### src/design/assert_macros.svh
// Assertion macros used by the top design file.
// Define NO_ASSERTIONS to compile them out.
`ifndef ASSERT_MACROS_SVH
`define ASSERT_MACROS_SVH

`ifndef NO_ASSERTIONS

// Check prop at every clock edge outside reset.
`define PMT_ASSERT(lbl, clk, rst, prop, msg) \
  lbl: assert property (@(posedge clk) disable iff (rst) prop) else $error(msg);

// Check prop at every clock edge, reset included.
`define PMT_ASSERT_ALWAYS(lbl, clk, prop, msg) \
  lbl: assert property (@(posedge clk) prop) else $error(msg);

`else

`define PMT_ASSERT(lbl, clk, rst, prop, msg)
`define PMT_ASSERT_ALWAYS(lbl, clk, prop, msg)

`endif

`endif

### src/design/pmt_pkg.sv
`timescale 1ns / 1ps

package pmt_pkg;

  localparam int POS_BITS     = 12;
  localparam int CFG_BITS     = 13;
  localparam int BUTTON_COUNT = 3;
  localparam int QUEUE_DEPTH  = 2;
  localparam int QPTR_BITS    = $clog2(QUEUE_DEPTH);

  localparam logic [7:0] SYNC_BIT    = 8'h08;
  localparam logic [7:0] BUTTON_MASK = 8'h07;

  // Configuration register indexes
  localparam logic REG_SCREEN_WIDTH  = 1'b0;
  localparam logic REG_SCREEN_HEIGHT = 1'b1;

  typedef enum logic [1:0] {
    EV_MOVE = 2'd0,
    EV_DOWN = 2'd1,
    EV_UP   = 2'd2
  } event_kind_t;

  // One decoded packet waiting for its events to go out
  typedef struct packed {
    logic                          moved;
    logic [BUTTON_COUNT-1:0]       changed;
    logic [BUTTON_COUNT-1:0]       buttons;
    logic [POS_BITS-1:0]           pos_x;
    logic [POS_BITS-1:0]           pos_y;
    logic signed [7:0]             dx;
    logic signed [8:0]             dy;
  } pkt_t;

  // Queue status seen by the front
  typedef struct packed {
    logic full;
    logic empty;
  } q_status_t;

endpackage

### src/design/ps2_mouse_packet_tracker.sv
// PS/2 mouse packet tracker. Bytes from the mouse enter on the rx channel, one beat per
// byte; a byte at packet start without bit 3 set is dropped to regain framing. Every third
// byte closes a packet: the X delta and the negated Y delta move the cursor, which starts
// at 0,0 and is clamped to the screen set by screen_width (register 0) and screen_height
// (register 1); a size of 0 acts as 1 and sizes above 4096 act as 4096. A closed packet
// yields up to four event beats: a move if the position changed, then a down or up for
// each button that flipped, in button order, the final one marked by last_event; a packet
// with no change yields nothing. Bytes may arrive every cycle; the front decodes and
// updates the cursor in the cycle of the closing byte and parks the packet in a two-entry
// queue, from which the event sequencer sends one event per cycle while the receiver is
// ready. A closing byte waits only while both queue entries are occupied. Write the
// registers only while the block is idle.
`timescale 1ns / 1ps
`include "assert_macros.svh"

module ps2_mouse_packet_tracker import pmt_pkg::*; (
  input  logic                clk,
  input  logic                rst,
  input  logic                cfg_we,
  input  logic                cfg_index,
  input  logic [CFG_BITS-1:0] cfg_data,
  input  logic                in_valid,
  output logic                in_ready,
  input  logic [7:0]          rx_byte,
  output logic                out_valid,
  input  logic                out_ready,
  output logic [1:0]          event_kind,
  output logic [POS_BITS-1:0] pos_x,
  output logic [POS_BITS-1:0] pos_y,
  output logic signed [7:0]   delta_x,
  output logic signed [8:0]   delta_y,
  output logic [1:0]          button_index,
  output logic                last_event
);

  logic [CFG_BITS-1:0] screen_width;
  logic [CFG_BITS-1:0] screen_height;

  q_status_t q_status;
  logic      push;
  pkt_t      push_pkt;
  logic      pop;
  pkt_t      head;
  logic      head_valid;

  // Screen size registers; hold their value until rewritten
  always_ff @(posedge clk) begin
    if (rst) begin
      screen_width  <= CFG_BITS'(1024);
      screen_height <= CFG_BITS'(768);
    end else if (cfg_we) begin
      case (cfg_index)
        REG_SCREEN_WIDTH:  screen_width  <= cfg_data;
        REG_SCREEN_HEIGHT: screen_height <= cfg_data;
        default: ;
      endcase
    end
  end

  // Front: frame bytes, advance the cursor, classify what changed
  pmt_front u_front (
    .clk           (clk),
    .rst           (rst),
    .in_valid      (in_valid),
    .in_ready      (in_ready),
    .rx_byte       (rx_byte),
    .screen_width  (screen_width),
    .screen_height (screen_height),
    .q_status      (q_status),
    .push          (push),
    .push_pkt      (push_pkt)
  );

  // Short queue of decoded packets between front and back
  pmt_queue u_queue (
    .clk        (clk),
    .rst        (rst),
    .push       (push),
    .push_pkt   (push_pkt),
    .pop        (pop),
    .head       (head),
    .head_valid (head_valid),
    .status     (q_status)
  );

  // Back: drain each packet as a run of event beats
  pmt_back u_back (
    .clk          (clk),
    .rst          (rst),
    .head         (head),
    .head_valid   (head_valid),
    .pop          (pop),
    .out_valid    (out_valid),
    .out_ready    (out_ready),
    .event_kind   (event_kind),
    .pos_x        (pos_x),
    .pos_y        (pos_y),
    .delta_x      (delta_x),
    .delta_y      (delta_y),
    .button_index (button_index),
    .last_event   (last_event)
  );

  // A packet's run of events ends only with its last beat
  `PMT_ASSERT(a_run_continues, clk, rst, out_valid && !last_event |=> out_valid, "event run broken before its last beat")
  // Move events name no button
  `PMT_ASSERT(a_move_no_button, clk, rst, out_valid && (event_kind == EV_MOVE) |-> (button_index == 2'd0), "move event with a button index")
  // The front never pushes into a full queue
  `PMT_ASSERT(a_no_overflow, clk, rst, push |-> !q_status.full, "packet pushed into a full queue")
  // Nothing leaves straight after reset
  `PMT_ASSERT_ALWAYS(a_reset_quiet, clk, rst |=> !out_valid, "event beat right after reset")

endmodule

### src/design/pmt_front.sv
`timescale 1ns / 1ps

module pmt_front import pmt_pkg::*; (
  input  logic                clk,
  input  logic                rst,
  input  logic                in_valid,
  output logic                in_ready,
  input  logic [7:0]          rx_byte,
  input  logic [CFG_BITS-1:0] screen_width,
  input  logic [CFG_BITS-1:0] screen_height,
  input  q_status_t           q_status,
  output logic                push,
  output pkt_t                push_pkt
);

  localparam int SUM_BITS = POS_BITS + 2;
  localparam int POS_TOP  = 1 << POS_BITS;

  typedef enum logic [2:0] {
    PH_SYNC = 3'b001,
    PH_DX   = 3'b010,
    PH_DY   = 3'b100
  } phase_t;

  phase_t                  phase;
  logic [BUTTON_COUNT-1:0] held_buttons_byte;
  logic [7:0]              held_dx_byte;
  logic [POS_BITS-1:0]     cursor_x;
  logic [POS_BITS-1:0]     cursor_y;
  logic [BUTTON_COUNT-1:0] prev_buttons;

  logic                    accept;
  logic [POS_BITS-1:0]     lim_x;
  logic [POS_BITS-1:0]     lim_y;
  logic signed [8:0]       dx_ext;
  logic signed [8:0]       dy;
  logic [POS_BITS-1:0]     cursor_x_next;
  logic [POS_BITS-1:0]     cursor_y_next;
  logic [BUTTON_COUNT-1:0] changed;
  logic                    moved;

  function automatic logic [POS_BITS-1:0] axis_limit(input logic [CFG_BITS-1:0] size);
    logic [POS_BITS-1:0] lim;
    if (size == '0) begin
      lim = '0;
    end else if (32'(size) > POS_TOP) begin
      lim = '1;
    end else begin
      lim = POS_BITS'(size - CFG_BITS'(1));
    end
    return lim;
  endfunction

  function automatic logic [POS_BITS-1:0] clamp_axis(input logic [POS_BITS-1:0] cur,
                                                     input logic signed [8:0] d,
                                                     input logic [POS_BITS-1:0] lim);
    logic signed [SUM_BITS-1:0] n;
    logic [POS_BITS-1:0]        r;
    n = $signed({2'b00, cur}) + SUM_BITS'(d);
    if (n < 0) begin
      r = '0;
    end else if (n > $signed({2'b00, lim})) begin
      r = lim;
    end else begin
      r = n[POS_BITS-1:0];
    end
    return r;
  endfunction

  // Only the closing byte needs queue space
  assign in_ready = (phase != PH_DY) || !q_status.full;
  assign accept   = in_valid && in_ready;

  always_comb begin
    lim_x         = axis_limit(screen_width);
    lim_y         = axis_limit(screen_height);
    dx_ext        = $signed({held_dx_byte[7], held_dx_byte});
    dy            = -$signed({rx_byte[7], rx_byte});
    cursor_x_next = clamp_axis(cursor_x, dx_ext, lim_x);
    cursor_y_next = clamp_axis(cursor_y, dy, lim_y);
    moved         = (cursor_x_next != cursor_x) || (cursor_y_next != cursor_y);
    changed       = held_buttons_byte ^ prev_buttons;
  end

  assign push = accept && (phase == PH_DY) && (moved || (changed != '0));

  always_comb begin
    push_pkt.moved   = moved;
    push_pkt.changed = changed;
    push_pkt.buttons = held_buttons_byte;
    push_pkt.pos_x   = cursor_x_next;
    push_pkt.pos_y   = cursor_y_next;
    push_pkt.dx      = $signed(held_dx_byte);
    push_pkt.dy      = dy;
  end

  // Held bytes carry no reset: always written before the closing byte reads them
  always_ff @(posedge clk) begin
    if (accept) begin
      case (phase)
        PH_SYNC: if ((rx_byte & SYNC_BIT) != '0) begin
          held_buttons_byte <= rx_byte[BUTTON_COUNT-1:0] & BUTTON_MASK[BUTTON_COUNT-1:0];
        end
        PH_DX:   held_dx_byte <= rx_byte;
        default: ;
      endcase
    end
  end

  always_ff @(posedge clk) begin
    if (rst) begin
      phase        <= PH_SYNC;
      cursor_x     <= '0;
      cursor_y     <= '0;
      prev_buttons <= '0;
    end else if (accept) begin
      case (phase)
        PH_SYNC: if ((rx_byte & SYNC_BIT) != '0) begin
          phase <= PH_DX;
        end
        PH_DX:   phase <= PH_DY;
        PH_DY: begin
          phase        <= PH_SYNC;
          cursor_x     <= cursor_x_next;
          cursor_y     <= cursor_y_next;
          prev_buttons <= held_buttons_byte;
        end
        default: phase <= PH_SYNC;
      endcase
    end
  end

endmodule

### src/design/pmt_queue.sv
`timescale 1ns / 1ps

module pmt_queue import pmt_pkg::*; (
  input  logic      clk,
  input  logic      rst,
  input  logic      push,
  input  pkt_t      push_pkt,
  input  logic      pop,
  output pkt_t      head,
  output logic      head_valid,
  output q_status_t status
);

  pkt_t                 slots [QUEUE_DEPTH];
  logic [QPTR_BITS-1:0] wr_ptr;
  logic [QPTR_BITS-1:0] rd_ptr;
  logic [QPTR_BITS:0]   count;
  logic                 do_push;
  logic                 do_pop;

  assign status.full  = (count == (QPTR_BITS+1)'(QUEUE_DEPTH));
  assign status.empty = (count == '0);
  assign head_valid   = !status.empty;
  assign head         = slots[rd_ptr];

  assign do_push = push && !status.full;
  assign do_pop  = pop && head_valid;

  always_ff @(posedge clk) begin
    if (do_push) begin
      slots[wr_ptr] <= push_pkt;
    end
  end

  always_ff @(posedge clk) begin
    if (rst) begin
      wr_ptr <= '0;
      rd_ptr <= '0;
      count  <= '0;
    end else begin
      if (do_push) begin
        wr_ptr <= (wr_ptr == QPTR_BITS'(QUEUE_DEPTH - 1)) ? '0 : wr_ptr + 1'b1;
      end
      if (do_pop) begin
        rd_ptr <= (rd_ptr == QPTR_BITS'(QUEUE_DEPTH - 1)) ? '0 : rd_ptr + 1'b1;
      end
      case ({do_push, do_pop})
        2'b10:   count <= count + 1'b1;
        2'b01:   count <= count - 1'b1;
        default: count <= count;
      endcase
    end
  end

endmodule

### src/design/pmt_back.sv
`timescale 1ns / 1ps

module pmt_back import pmt_pkg::*; (
  input  logic                clk,
  input  logic                rst,
  input  pkt_t                head,
  input  logic                head_valid,
  output logic                pop,
  output logic                out_valid,
  input  logic                out_ready,
  output logic [1:0]          event_kind,
  output logic [POS_BITS-1:0] pos_x,
  output logic [POS_BITS-1:0] pos_y,
  output logic signed [7:0]   delta_x,
  output logic signed [8:0]   delta_y,
  output logic [1:0]          button_index,
  output logic                last_event
);

  localparam int EV_BITS = BUTTON_COUNT + 1;

  logic [EV_BITS-1:0] done;
  logic [EV_BITS-1:0] pending;
  logic [EV_BITS-1:0] sel;
  logic               last;
  logic               load;
  event_kind_t        kind_next;
  logic [1:0]         index_next;

  // Bit 0 is the move event, bit i+1 is button i
  assign pending = {head.changed, head.moved} & ~done;

  always_comb begin
    sel = '0;
    for (int i = EV_BITS - 1; i >= 0; i--) begin
      if (pending[i]) begin
        sel = '0;
        sel[i] = 1'b1;
      end
    end
  end

  always_comb begin
    kind_next  = EV_MOVE;
    index_next = '0;
    for (int i = 0; i < BUTTON_COUNT; i++) begin
      if (sel[i+1]) begin
        kind_next  = head.buttons[i] ? EV_DOWN : EV_UP;
        index_next = 2'(i);
      end
    end
  end

  assign last = ((pending & ~sel) == '0);
  assign load = head_valid && (pending != '0) && (!out_valid || out_ready);
  assign pop  = load && last;

  always_ff @(posedge clk) begin
    if (load) begin
      event_kind   <= kind_next;
      pos_x        <= head.pos_x;
      pos_y        <= head.pos_y;
      delta_x      <= head.dx;
      delta_y      <= head.dy;
      button_index <= index_next;
      last_event   <= last;
    end
  end

  always_ff @(posedge clk) begin
    if (rst) begin
      out_valid <= 1'b0;
      done      <= '0;
    end else begin
      if (load) begin
        out_valid <= 1'b1;
        done      <= last ? '0 : (done | sel);
      end else if (out_ready) begin
        out_valid <= 1'b0;
      end
    end
  end

endmodule

### config.mk
export PLATFORM = sky130hd
export DESIGN_NAME = ps2_mouse_packet_tracker
export DESIGN_NICKNAME = d
export VERILOG_FILES = /design/src/design/pmt_pkg.sv /design/src/design/ps2_mouse_packet_tracker.sv /design/src/design/pmt_front.sv /design/src/design/pmt_queue.sv /design/src/design/pmt_back.sv
export VERILOG_INCLUDE_DIRS = /design/src /design/src/design
export SDC_FILE = /design/constraint.sdc
export NUM_CORES = 1
export LEC_CHECK = 0
export BUFFER_PORTS_ARGS = -buffer_cell sky130_fd_sc_hd__buf_2
export CAP_MARGIN = 30
export CORE_MARGIN = 5
export CORE_UTILIZATION = 55
export DETAILED_ROUTE_END_ITERATION = 7
export PLACE_DENSITY = 0.83
export SLEW_MARGIN = 0
export SYNTH_ARGS = -nofsm -noshare
export SYNTH_HDL_FRONTEND = slang
export SYNTH_HIERARCHICAL = 1
export SYNTH_SLANG_ARGS = --single-unit
### constraint.sdc
create_clock -name clk -period 8.1 [get_ports clk]
set_input_delay 2.025 -clock clk [delete_from_list [all_inputs] [get_ports clk]]
set_output_delay 2.025 -clock clk [all_outputs]
set_load 0.02 [all_outputs]
==> results.py <==
metrics = {
    "status": {
        "status": "completed",
    },
    "clock_tree": {
        "cts_made_buffers": 23,
        "cts.sinks": 219,
        "insertion_delay_ns": 0.50,
        "clkSlewWorstSetupHoldPaths_ns": 0.06,
        "cts_max_path_buffers": 3,
        "cts_tree": "done",
        "cts_hold_buf": 0,
        "htree_levels": 1,
        "ctsRootBufferMaster": "clkbuf_16",
    },
    "sta": {
        "fin_worst_skew_ns": 0.02049,
        "period_share_pct": 96.28,
        "max_freq_mhz": 128.2,
        "tns_ns": 0,
        "min_period_ns": 7.799,
        "worst_pin_slew_ns": 0.8191,
        "slew_viol_final": 0,
        "finalSetupViolCount": 0,
        "rsz0062_at_grt": "no",
        "max_slew_margin_pct": 45.00,
        "hold_violations": 0,
    },
    "final_layout": {
        "final_area_mm2": 0.01342,
        "final_cell_mix": "edfxtp_1, nand2_1, buf_2",
        "layout_commonest_cell": "edfxtp_1",
        "drive_above_1_share_pct": 19.46,
        "syn2layout_area_growth_pct": 12.73,
        "antennaDiodeCount": 0,
        "nFillCells": 1563,
        "final_util_pct": 63.46,
        "nets": 1248,
    },
    "pwr": {
        "peakVddDrop_uv": 133.1,
        "leakage_nw": 5.079,
        "pwr_density_cell_mw_per_mm2": 192.2,
    },
    "grt": {
        "grt_max_degree": 77,
        "grt_pass1_wl_um": 44410,
        "grt_overflow": 0,
        "antenna_found_initial": 0,
        "grt.total_usage_pct": 22.28,
        "grt_pass1_vias": 8517,
    },
    "synth": {
        "ys_warn_count": 6,
        "syn_area_mm2": 0.01191,
        "synthesis.nets": 1162,
        "synthCells": 1075,
        "syn_area_per_cell_um2": 11.08,
    },
    "detailed_routing": {
        "via_per_inst": 6.083,
        "dr_total_vias": 8833,
        "drtAntennaViolNets": 0,
        "drtIter0Drc": 707,
        "first_pass_iters": 7,
        "drc_errors": 0,
        "post_drt_wl_per_cell_um": 19.23,
        "drt-total-wl_um": 27930,
    },
    "setup_path": {
        "critPathLaunchType": "input port",
        "critPathCaptureType": "register",
        "path_max_fanout": 9,
        "critPathArrivalTime_ns": 8.21,
        "worstSetupPathType": "input port to register",
        "worst_ep_required_time_ns": 8.51,
    },
    "floorplan": {
        "die_w_um": 157.1,
        "core_area_mm2": 0.02115,
        "die-area_mm2": 0.02469,
        "fp-row-count": 53,
        "start_util_pct": 56.29,
        "die_h_um": 157.1,
        "ios": 75,
    },
    "worst_hold_path": {
        "hold_class": "register to register",
    },
    "place": {
        "dpl-instance-area_mm2": 0.01265,
        "gp_congestion": 0.9795,
        "port_buffers": 74,
        "dp_hpwl_um": 20180,
    },
    "job": {
        "maxCapViolCount": 0,
    },
}
stage by stage:
stage	power, mW	hold WS [ns]	setup WS (ns)	std cells
2_1_floorplan	1.458	0.4481	0.1932	1075
3_3_place_gp	1.537	0.4544	0.08386	1409
3_5_place_dp	1.543	0.4657	-0.1552	1411
4_1_cts	2.593	0.4908	0.2937	1452
5_1_grt	2.678	0.5058	0.05391	1452
6_report	2.580	0.4959	0.3013	1452
metal layers:
layer | wire [um] | GRT usage, %
met3 | 2149 | 3.217
met4 | 546 | 5.776
met5 | 0 | 0
met1 | 12070 | 31.13
met2 | 13170 | 36.86
final timing paths:
| check | from | to | slack, ns | cells after the start |
|---|---|---|---|---|
| worst min register to register | u_front/prev_buttons[2]$_SDFFE_PP0P_ | u_front/prev_buttons[2]$_SDFFE_PP0P_ | 0.50 | 2 |
| worst max register to register | screen_width[0]$_SDFFE_PP0P_ | u_queue/slots[0][23]$_DFFE_PP_ | 1.67 | 22 |
| worst min-delay path | u_front/prev_buttons[2]$_SDFFE_PP0P_ | u_front/prev_buttons[2]$_SDFFE_PP0P_ | 0.50 | 2 |
| worst max-delay path | rx_byte[0] | u_queue/count[1]$_SDFFE_PP0P_ | 0.30 | 28 |
power breakdown:
| group | internal, mW | switching, mW |
|---|---|---|
| Sequential | 1.21 | 0.0130 |
| Clock | 0.631 | 0.423 |
| Combinational | 0.120 | 0.189 |
| Total | 1.96 | 0.625 |
layout make-up:
cell class              count  area, um^2  share of cell area, %
inverters                  50       187.7                  1.398
clock buffers              29       608.1                  4.530
multi-input cells         772        5630                  41.94
repair buffers             95       585.6                  4.362
flip-flops and latches    219        5917                  44.08
clock inverters            12       151.4                  1.128
well taps                 275       344.1                  2.563
worst max-delay path, cell delays in order:
cell and delay (ns):
buf_2 0.18, inv_1 0.10, ha_1 0.29, nand3b_1 0.13
xor2_1 0.26, ha_1 0.36, a21oi_2 0.19, buf_4 0.14
o21ai_2 0.09, or3_1 0.31, o211ai_1 0.23, ha_1 0.28
a21oi_1 0.21, o211ai_1 0.13, a211oi_1 0.23, buf_4 0.16
o22ai_4 0.11, and3_1 0.21, a211o_1 0.23, or4_1 0.53
a211o_1 0.25, nor4_2 0.27, nand4_1 0.12, o31a_1 0.30
nand2_1 0.08, ha_1 0.26, or3_1 0.37, a21oi_1 0.15
registers in the layout, indices dropped and copies added (netlist names), 3 cells and up, named ones only:
name and cells:
u_back/delta_x 8, u_front/phase 3, u_front/prev_buttons 3, u_back/pos_y 12, u_front/held_dx_byte 8, u_back/pos_x 12
screen_width 13, u_front/cursor_y 12, u_queue/slots 96, u_front/held_buttons_byte 3, screen_height 13, u_back/done 4
u_back/delta_y 9, u_front/cursor_x 12
repair_timing:
action / CTS / global route
resized for setup: 0 / 2
endpoints found under the setup margin: 0 / 1
setup buffers: 0 / 0
(Power assumes the default switching activity.)
